### config.mk
export PLATFORM = sky130hd
export DESIGN_NAME = dual_h_bridge_pwm_driver_top_flat
export DESIGN_NICKNAME = d
export VERILOG_FILES = /design/src/rtl/core/dhb_pkg.sv /design/src/rtl/core/dhb_if.sv /design/src/rtl/core/dhb_motor.sv /design/src/rtl/core/dhb_res_buf.sv /design/src/rtl/core/dual_h_bridge_pwm_driver_top.sv /design/src/flat_wrapper.sv
export SDC_FILE = /design/constraint.sdc
export NUM_CORES = 1
export LEC_CHECK = 0
export BUFFER_PORTS_ARGS = -buffer_cell sky130_fd_sc_hd__buf_2
export CAP_MARGIN = 20
export CORE_MARGIN = 4
export CORE_UTILIZATION = 60
export DETAILED_ROUTE_END_ITERATION = 6
export PLACE_DENSITY_LB_ADDON = 0.05
export SLEW_MARGIN = 10
export SYNTH_ARGS = -nofsm -noshare
export SYNTH_HDL_FRONTEND = slang
export SYNTH_HIERARCHICAL = 1
export SYNTH_SLANG_ARGS = --single-unit
### constraint.sdc
create_clock -name clk -period 8.2 [get_ports clk]
set_clock_uncertainty 0.2 [all_clocks]
set_input_delay 1.23 -clock clk [delete_from_list [all_inputs] [get_ports clk]]
set_output_delay 1.23 -clock clk [all_outputs]
set_load 0.02 [all_outputs]
### src/rtl/core/dhb_pkg.sv
// ----------------------------------------------------------------------------
// dhb_pkg
// Shared types and constants for the dual H-bridge PWM driver.
// ----------------------------------------------------------------------------
package dhb_pkg;

  // Command codes of an input item
  typedef enum logic [1:0] {
    CMD_TICK      = 2'd0,
    CMD_SET_DIR   = 2'd1,
    CMD_TOGGLE    = 2'd2,
    CMD_SET_RATIO = 2'd3
  } cmd_t;

  // Number of motor slots on the result item
  localparam int MAX_MOTORS = 2;

  // Full scale of the duty ratio, the bits to hold it, and the ratio input width
  localparam int PCT_FULL = 100;
  localparam int PCT_BITS = 7;
  localparam int RATIO_W  = 8;

  // Reset value of the period top register
  localparam logic [15:0] PERIOD_RESET = 16'd1000;

  // Per-motor decoded command for one accepted item
  typedef struct packed {
    logic tick;
    logic wrap;
    logic set_dir;
    logic toggle;
    logic set_ratio;
    logic direction;
  } motor_cmd_t;

  // Result item payload
  typedef struct packed {
    logic motor0_pin_a;
    logic motor0_pin_b;
    logic motor1_pin_a;
    logic motor1_pin_b;
    logic period_start;
  } res_t;

endpackage

### src/rtl/core/dhb_if.sv
// ----------------------------------------------------------------------------
// dhb_if
// Valid/ready channels for command items and result items.
// ----------------------------------------------------------------------------
interface dhb_cmd_if;
  logic       valid;
  logic       ready;
  logic [1:0] command;
  logic       motor;
  logic       direction;
  logic [7:0] ratio;

  modport source (output valid, output command, output motor, output direction,
                  output ratio, input ready);
  modport sink   (input valid, input command, input motor, input direction,
                  input ratio, output ready);
endinterface

interface dhb_res_if;
  logic valid;
  logic ready;
  logic motor0_pin_a;
  logic motor0_pin_b;
  logic motor1_pin_a;
  logic motor1_pin_b;
  logic period_start;

  modport source (output valid, output motor0_pin_a, output motor0_pin_b,
                  output motor1_pin_a, output motor1_pin_b, output period_start,
                  input ready);
  modport sink   (input valid, input motor0_pin_a, input motor0_pin_b,
                  input motor1_pin_a, input motor1_pin_b, input period_start,
                  output ready);
endinterface

### src/rtl/core/dhb_motor.sv
// ----------------------------------------------------------------------------
// dhb_motor
// State and pin logic of one H-bridge: direction select, fixed or PWM drive.
// ----------------------------------------------------------------------------
module dhb_motor #(
  parameter int COUNT_WIDTH = 16
) (
  input  logic                                       clk,
  input  logic                                       rst,
  input  logic                                       en,
  input  dhb_pkg::motor_cmd_t                        mcmd,
  input  logic [dhb_pkg::RATIO_W-1:0]                ratio,
  input  logic [COUNT_WIDTH-1:0]                     top,
  input  logic [COUNT_WIDTH+dhb_pkg::PCT_BITS-1:0]   cnt_lo,
  input  logic [COUNT_WIDTH+dhb_pkg::PCT_BITS-1:0]   cnt_hi,
  output logic                                       pin_a,
  output logic                                       pin_b
);
  import dhb_pkg::*;

  localparam int PW = COUNT_WIDTH + PCT_BITS;

  // The compare point is held as top * ratio; the counter hits it when
  // 100 * counter <= product < 100 * counter + 100.
  logic          selected_pin, selected_pin_next;
  logic          fixed_mode, fixed_mode_next;
  logic          fixed_level, fixed_level_next;
  logic          pwm_level, pwm_level_next;
  logic [PW-1:0] cmp_prod, cmp_prod_next;

  logic [PCT_BITS-1:0] sat;
  logic                hit;
  logic                lvl;

  // Saturate the ratio to full scale
  assign sat = (ratio > RATIO_W'(PCT_FULL)) ? PCT_BITS'(PCT_FULL) : ratio[PCT_BITS-1:0];
  assign hit = (cnt_lo <= cmp_prod) && (cmp_prod < cnt_hi);

  // Next state
  always_comb begin
    selected_pin_next = selected_pin;
    fixed_mode_next   = fixed_mode;
    fixed_level_next  = fixed_level;
    pwm_level_next    = pwm_level;
    cmp_prod_next     = cmp_prod;
    if (mcmd.tick) begin
      if (!fixed_mode) begin
        if (mcmd.wrap) pwm_level_next = 1'b1;
        if (hit) pwm_level_next = 1'b0;
      end
    end else if (mcmd.set_dir || mcmd.toggle) begin
      selected_pin_next = mcmd.set_dir ? mcmd.direction : ~selected_pin;
      if (!fixed_mode) pwm_level_next = 1'b0;
    end else if (mcmd.set_ratio) begin
      if (sat == '0 || sat == PCT_BITS'(PCT_FULL)) begin
        fixed_mode_next  = 1'b1;
        fixed_level_next = (sat == PCT_BITS'(PCT_FULL));
      end else begin
        if (fixed_mode) pwm_level_next = fixed_level;
        fixed_mode_next = 1'b0;
        cmp_prod_next   = PW'(top) * PW'(sat);
      end
    end
  end

  // State registers
  always_ff @(posedge clk) begin
    if (rst) begin
      selected_pin <= 1'b0;
      fixed_mode   <= 1'b1;
      fixed_level  <= 1'b0;
      pwm_level    <= 1'b0;
      cmp_prod     <= '0;
    end else if (en) begin
      selected_pin <= selected_pin_next;
      fixed_mode   <= fixed_mode_next;
      fixed_level  <= fixed_level_next;
      pwm_level    <= pwm_level_next;
      cmp_prod     <= cmp_prod_next;
    end
  end

  // Pin levels after this item
  assign lvl   = fixed_mode_next ? fixed_level_next : pwm_level_next;
  assign pin_a = !selected_pin_next && lvl;
  assign pin_b = selected_pin_next && lvl;

endmodule

### src/rtl/core/dhb_res_buf.sv
// ----------------------------------------------------------------------------
// dhb_res_buf
// Two-entry result buffer: output register plus skid register.
// ----------------------------------------------------------------------------
module dhb_res_buf (
  input  logic          clk,
  input  logic          rst,
  input  logic          in_valid,
  output logic          in_ready,
  input  dhb_pkg::res_t in_data,
  output logic          out_valid,
  input  logic          out_ready,
  output dhb_pkg::res_t out_data
);
  import dhb_pkg::*;

  logic main_valid;
  logic skid_valid;
  res_t main_data;
  res_t skid_data;

  assign in_ready  = !skid_valid;
  assign out_valid = main_valid;
  assign out_data  = main_data;

  // Valid flags
  always_ff @(posedge clk) begin
    if (rst) begin
      main_valid <= 1'b0;
      skid_valid <= 1'b0;
    end else if (out_ready || !main_valid) begin
      if (skid_valid) begin
        main_valid <= 1'b1;
        skid_valid <= 1'b0;
      end else begin
        main_valid <= in_valid;
      end
    end else if (in_valid && in_ready) begin
      skid_valid <= 1'b1;
    end
  end

  // Payload
  always_ff @(posedge clk) begin
    if (out_ready || !main_valid) begin
      main_data <= skid_valid ? skid_data : in_data;
    end else if (in_valid && in_ready) begin
      skid_data <= in_data;
    end
  end

endmodule

### src/rtl/core/dual_h_bridge_pwm_driver_top.sv
// ----------------------------------------------------------------------------
// dual_h_bridge_pwm_driver_top
// Two H-bridge PWM drivers sharing one period counter, one result per item.
// ----------------------------------------------------------------------------
// Result: an item's result is registered in the output or the skid register.
// Throughput: one item per cycle; the two-entry result buffer keeps taking
//   items while one result waits, and stalls input only when both are full.
// Reset: synchronous; clears the counter and motor state (fixed drive, low,
//   first pin), empties the result buffer, and sets the period top to 1000.
module dual_h_bridge_pwm_driver_top #(
  parameter int MOTOR_COUNT = 2,
  parameter int COUNT_WIDTH = 16
) (
  input  logic        clk,
  input  logic        rst,
  dhb_cmd_if.sink     cmd,
  dhb_res_if.source   res,
  input  logic        cfg_we,
  input  logic [15:0] cfg_wdata
);
  import dhb_pkg::*;

  localparam int PW = COUNT_WIDTH + PCT_BITS;

  logic [15:0]            period_counts;
  logic [COUNT_WIDTH-1:0] period_counter, period_counter_next;
  logic [COUNT_WIDTH-1:0] top;
  logic                   accept;
  logic                   in_ready;
  logic                   is_tick;
  logic                   wrap;
  logic [PW-1:0]          cnt_lo, cnt_hi;
  logic [MAX_MOTORS-1:0]  pa, pb;
  cmd_t                   op;
  res_t                   res_item;
  res_t                   res_out;

  assign cmd.ready = in_ready;
  assign accept    = cmd.valid && in_ready;
  assign op        = cmd_t'(cmd.command);
  assign top       = period_counts[COUNT_WIDTH-1:0];
  assign is_tick   = (op == CMD_TICK);

  // Period top register
  always_ff @(posedge clk) begin
    if (rst) begin
      period_counts <= PERIOD_RESET;
    end else if (cfg_we) begin
      period_counts <= cfg_wdata;
    end
  end

  // Shared period counter
  assign wrap = is_tick && (period_counter >= top);
  always_comb begin
    period_counter_next = period_counter;
    if (is_tick) begin
      period_counter_next = wrap ? '0 : period_counter + 1'b1;
    end
  end

  always_ff @(posedge clk) begin
    if (rst) begin
      period_counter <= '0;
    end else if (accept) begin
      period_counter <= period_counter_next;
    end
  end

  // Scaled counter window for the compare test
  assign cnt_lo = PW'(period_counter_next) * PW'(PCT_FULL);
  assign cnt_hi = cnt_lo + PW'(PCT_FULL);

  // Motor slots; an absent motor ignores commands and reads low
  for (genvar k = 0; k < MAX_MOTORS; k++) begin : g_motor
    if (k < MOTOR_COUNT) begin : g_on
      motor_cmd_t mcmd;
      logic       addr;
      assign addr           = (cmd.motor == 1'(k));
      assign mcmd.tick      = is_tick;
      assign mcmd.wrap      = wrap;
      assign mcmd.set_dir   = addr && (op == CMD_SET_DIR);
      assign mcmd.toggle    = addr && (op == CMD_TOGGLE);
      assign mcmd.set_ratio = addr && (op == CMD_SET_RATIO);
      assign mcmd.direction = cmd.direction;

      dhb_motor #(
        .COUNT_WIDTH(COUNT_WIDTH)
      ) u_motor (
        .clk    (clk),
        .rst    (rst),
        .en     (accept),
        .mcmd   (mcmd),
        .ratio  (cmd.ratio),
        .top    (top),
        .cnt_lo (cnt_lo),
        .cnt_hi (cnt_hi),
        .pin_a  (pa[k]),
        .pin_b  (pb[k])
      );
    end else begin : g_off
      assign pa[k] = 1'b0;
      assign pb[k] = 1'b0;
    end
  end

  // Result item
  assign res_item.motor0_pin_a = pa[0];
  assign res_item.motor0_pin_b = pb[0];
  assign res_item.motor1_pin_a = pa[1];
  assign res_item.motor1_pin_b = pb[1];
  assign res_item.period_start = wrap;

  dhb_res_buf u_res_buf (
    .clk       (clk),
    .rst       (rst),
    .in_valid  (cmd.valid),
    .in_ready  (in_ready),
    .in_data   (res_item),
    .out_valid (res.valid),
    .out_ready (res.ready),
    .out_data  (res_out)
  );

  assign res.motor0_pin_a = res_out.motor0_pin_a;
  assign res.motor0_pin_b = res_out.motor0_pin_b;
  assign res.motor1_pin_a = res_out.motor1_pin_a;
  assign res.motor1_pin_b = res_out.motor1_pin_b;
  assign res.period_start = res_out.period_start;

endmodule
### src/flat_wrapper.sv
// flat-port wrapper written by rule: the top's interface ports become plain ports
module dual_h_bridge_pwm_driver_top_flat import dhb_pkg::*;
#(
  parameter int MOTOR_COUNT = 2,
  parameter int COUNT_WIDTH = 16
)
  (clk, rst, cfg_we, cfg_wdata, cmd_valid, cmd_command, cmd_motor, cmd_direction, cmd_ratio, cmd_ready, res_valid, res_motor0_pin_a, res_motor0_pin_b, res_motor1_pin_a, res_motor1_pin_b, res_period_start, res_ready);
  dhb_cmd_if cmd_i ();
  dhb_res_if res_i ();
  input  logic clk;
  input  logic rst;
  input  logic cfg_we;
  input  logic [15:0] cfg_wdata;
  input wire logic [$bits(cmd_i.valid)-1:0] cmd_valid;
  input wire logic [$bits(cmd_i.command)-1:0] cmd_command;
  input wire logic [$bits(cmd_i.motor)-1:0] cmd_motor;
  input wire logic [$bits(cmd_i.direction)-1:0] cmd_direction;
  input wire logic [$bits(cmd_i.ratio)-1:0] cmd_ratio;
  output wire logic [$bits(cmd_i.ready)-1:0] cmd_ready;
  output wire logic [$bits(res_i.valid)-1:0] res_valid;
  output wire logic [$bits(res_i.motor0_pin_a)-1:0] res_motor0_pin_a;
  output wire logic [$bits(res_i.motor0_pin_b)-1:0] res_motor0_pin_b;
  output wire logic [$bits(res_i.motor1_pin_a)-1:0] res_motor1_pin_a;
  output wire logic [$bits(res_i.motor1_pin_b)-1:0] res_motor1_pin_b;
  output wire logic [$bits(res_i.period_start)-1:0] res_period_start;
  input wire logic [$bits(res_i.ready)-1:0] res_ready;
  assign cmd_i.valid = cmd_valid;
  assign cmd_i.command = cmd_command;
  assign cmd_i.motor = cmd_motor;
  assign cmd_i.direction = cmd_direction;
  assign cmd_i.ratio = cmd_ratio;
  assign cmd_ready = cmd_i.ready;
  assign res_valid = res_i.valid;
  assign res_motor0_pin_a = res_i.motor0_pin_a;
  assign res_motor0_pin_b = res_i.motor0_pin_b;
  assign res_motor1_pin_a = res_i.motor1_pin_a;
  assign res_motor1_pin_b = res_i.motor1_pin_b;
  assign res_period_start = res_i.period_start;
  assign res_i.ready = res_ready;
  dual_h_bridge_pwm_driver_top #(.MOTOR_COUNT(MOTOR_COUNT), .COUNT_WIDTH(COUNT_WIDTH)) u_core (.clk(clk), .rst(rst), .cmd(cmd_i), .res(res_i), .cfg_we(cfg_we), .cfg_wdata(cfg_wdata));
endmodule
==> flow_summary.json <==
{
  "vias": 13800,
  "drv_cap": 0,
  "p_leak_nw": 8.88,
  "grt_pass1_vias": 13800,
  "crit_top_cell": "ha_1",
  "final-setup-viol-count": 0,
  "post-route-period-util_pct": 95.4,
  "die_area_sq_um": 29500,
  "status": "finished, final reports clean",
  "port_buffers": 39,
  "crit_fanout": 7,
  "reg2reg_slack_ns": 0.47,
  "power_frac_clock_pct": 16.7,
  "avgSynthCellArea_sq_um": 8.31,
  "r2r_start": "u_core/period_counts[14]",
  "ant_nets": 0,
  "synthFlopType": "dfxtp_1",
  "cp_slowest_stage_delay_ns": 0.46,
  "path_depth": 28,
  "ir_drop_mv": 0.136,
  "viasPerCell": 5.89,
  "r2r_end": "u_core/u_res_buf/out_data[1]",
  "hold_viol_final": 0,
  "start_util_pct": 61.4,
  "coreArea_sq_um": 26200,
  "internal_power_w": 0.00138,
  "n_fill_cell": 2270,
  "crit_end": "u_core/u_res_buf/out_data[1]",
  "cts_max_path_buffers": 2,
  "yosysWarningCount": 6,
  "die_x_um": 172,
  "cts_max_level": 3,
  "seq_area_frac_synth_pct": 12.8,
  "cts_sinks": 98,
  "clockRootBuffer": "clkbuf_16",
  "pwr-share-comb_pct": 63.1,
  "end_kind": "register",
  "slew_viol_final": 0,
  "drt_iter0_drc": 850,
  "track_usage_pct": 29.6,
  "nNetsFinal": 2427,
  "relSlewSlack_pct": 28.9,
  "multi_input_area_sq_um": 12700,
  "grt_max_degree": 53,
  "required_ns": 8.12,
  "synthesis.area_sq_um": 16100,
  "p_per_area_nw_per_um2": 147,
  "tightestPinTransition_ns": 1.07,
  "wirelength_um": 42600,
  "drive_gt1_share_pct": 8.67,
  "grt_overflow": 0,
  "worst_slack_ns": 0.374,
  "fmax_mhz": 128,
  "p_sw_share_pct": 45.9,
  "std_cell_rows": 59,
  "cts_tree": "done",
  "crit_buf_inv": 2,
  "post_drt_wl_per_cell_um": 18.2,
  "first_pass_iters": 5,
  "gp_congestion": 0.898,
  "antenna_found_initial": 1,
  "ios": 40,
  "startpoint_type": "input port",
  "async_flop_share_pct": 0,
  "ff_latch_area_sq_um": 2060,
  "critical_path.startpoint": "cmd_command[1]",
  "synthCells": 1936,
  "grt_first_pass_wirelength_um": 70000,
  "worst_ep_arrival_time_ns": 7.74,
  "power_frac_seq_pct": 20.1,
  "min_path_type": "register to register",
  "hpwlAfterDp_um": 34000,
  "worst-r2r-cell-count": 30,
  "yosys.cell_types.count": 91,
  "synth_edf_count": 10,
  "ys_ff_latch": 98,
  "pre_cts_slack_ns": -0.0378,
  "power.switching_w": 0.00117,
  "cpLargestDelayFamily": "compound AO/OA/AOI/OAI gates",
  "drc": 0,
  "layout_min_cycle_time_ns": 7.83,
  "ctsHoldBuffers": 0,
  "syn2layout_area_growth_pct": 7.79,
  "clk_pin_slew_ns": 0.08,
  "numCtsBuffers": 9,
  "clk_latency_ns": 0.36,
  "slowest_stage": "fa_1",
  "p_total_w": 0.00255,
  "crit_type": "input port to register",
  "rsz0062_at_grt": "false",
  "die_h_um": 172
}
## worst register-to-register path: cells and delay by family (launching register included)
family	cells	cell delay, ns
buffers and inverters	3	0.32
AND/OR/NAND/NOR	6	1.18
multiplexers	1	0.29
XOR/XNOR	2	0.40
adder cells (fa/ha/maj)	6	2.01
AO/OA/AOI/OAI	12	2.70
flip-flops	1	0.39
## cell families after synthesis
group	synth area share (%)
other	0.0233
and+or+nand+nor	20.2
AOI/OAI and AO/OA	15.6
buffers and inverters	8.49
muxes	1.78
xor gates and xnor gates	3.70
DFF	12.8
adders and majority gates	37.4
## cell type report
| cell class | count | area share (%) |
|---|---|---|
| Multi-Input combinational cell | 1487 | 73.4 |
| Sequential cell | 98 | 11.9 |
| Inverter | 300 | 6.49 |
| Timing Repair Buffer | 107 | 4.07 |
| Tap cell | 335 | 2.42 |
| Clock buffer | 10 | 1.38 |
| Clock inverter | 6 | 0.318 |
| Antenna cell | 1 | 0.0144 |
## how the worst min path moves through the flow
| stage | from | end | cells after the start |
|---|---|---|---|
| after global routing | u_core/g_motor[0].g_on.u_motor/cmp_prod[10] | u_core/g_motor[0].g_on.u_motor/cmp_prod[10] | 2 |
| after CTS | u_core/g_motor[1].g_on.u_motor/cmp_prod[0] | u_core/g_motor[1].g_on.u_motor/cmp_prod[0] | 2 |
| after floorplan | u_core/g_motor[0].g_on.u_motor/cmp_prod[0] | u_core/g_motor[0].g_on.u_motor/cmp_prod[0] | 2 |
| final | u_core/g_motor[1].g_on.u_motor/cmp_prod[2] | u_core/g_motor[1].g_on.u_motor/cmp_prod[2] | 2 |
| after detailed placement | u_core/g_motor[1].g_on.u_motor/cmp_prod[0] | u_core/g_motor[1].g_on.u_motor/cmp_prod[0] | 2 |
| after global placement | u_core/g_motor[0].g_on.u_motor/cmp_prod[0] | u_core/g_motor[0].g_on.u_motor/cmp_prod[0] | 2 |
## flip-flops by register name (all words and copies together) (netlist names)
signal,cells
u_core/u_res_buf/out_data,5
u_core/g_motor.g_on.u_motor/selected_pin,2
u_core/u_res_buf/skid_data,5
u_core/period_counts,16
u_core/g_motor.g_on.u_motor/pwm_level,2
u_core/g_motor.g_on.u_motor/cmp_prod,46
u_core/g_motor.g_on.u_motor/fixed_mode,2
u_core/g_motor.g_on.u_motor/fixed_level,2
u_core/period_counter,16
u_core/u_res_buf/out_valid,1
u_core/u_res_buf/skid_valid,1
## repair_timing
| item | CTS | global route |
|---|---|---|
| endpoints found under the setup margin | 0 | 4 |
| endpoints found under the hold margin | 0 | 0 |
| buffers inserted | 0 | 4 |
| resized for setup | 0 | 8 |
## synth_stat cells, types with 43 or more instances
cell,number,share of area (%)
inv_1,299,7.0
ha_1,242,19
nand2_1,168,3.9
fa_1,149,19
a21oi_1,115,3.6
and3_1,106,4.1
nor2_1,100,2.3
dfxtp_1,88,11
nor2b_1,82,3.2
o21ai_0,73,2.3
clkbuf_1,46,1.1
a21o_1,43,2.0
## layer usage
metal | global-route usage, % | wire [um]
met1 | 39.2 | 18900
met3 | 5.40 | 2430
met2 | 48.4 | 19500
met5 | 0 | 13
met4 | 11.6 | 1740
## through the flow
| step | TNS [ns] | instance area [sq um] | std cells | hold WS [ns] | utilization, % |
|---|---|---|---|---|---|
| after floorplan | 0 | 16100 | 1943 | 0.244 | - |
| after global placement | 0 | 17000 | 2323 | 0.259 | 64.8 |
| after detailed placement | -0.101 | 17000 | 2323 | 0.270 | 64.8 |
| after CTS | 0 | 17300 | 2339 | 0.278 | 65.9 |
| after global routing | 0 | 17300 | 2343 | 0.298 | 66.1 |
| final | 0 | 17300 | 2344 | 0.277 | 66.2 |
## cells in the final DEF (no fill, tap or decap), types with 7 or more instances in the layout
cell type	instances
a31oi_1	12
a211oi_1	21
clkbuf_16	9
nor2_1	98
edfxtp_1	10
o21ai_1	9
dfxtp_1	87
fa_1	149
xnor2_1	40
ha_1	242
buf_2	39
and4_1	7
and2_1	26
o21ai_0	72
nand4_1	23
nor3b_1	10
mux2i_1	20
a21oi_1	113
nand2_1	168
nand2b_1	7
o211ai_1	14
or3_1	11
nor3_1	19
conb_1	8
nor2b_1	82
xor2_1	25
nand3b_1	8
buf_4	68
o21bai_1	11
and3_1	106
a21o_1	43
inv_1	299
nand3_1	29
## power groups by stage
stage / Clock [W] / Combinational, W / Sequential [W]
6_report: 0.000427 / 0.00161 / 0.000512
5_1_grt: 0.000460 / 0.00184 / 0.000514
4_1_cts: 0.000436 / 0.00161 / 0.000512
3_5_place_dp: 0 / 0.00159 / 0.000523
3_3_place_gp: 0 / 0.00156 / 0.000523
2_1_floorplan: 0 / 0.00122 / 0.000529
Note: power is estimated with default switching activity, not from simulation.
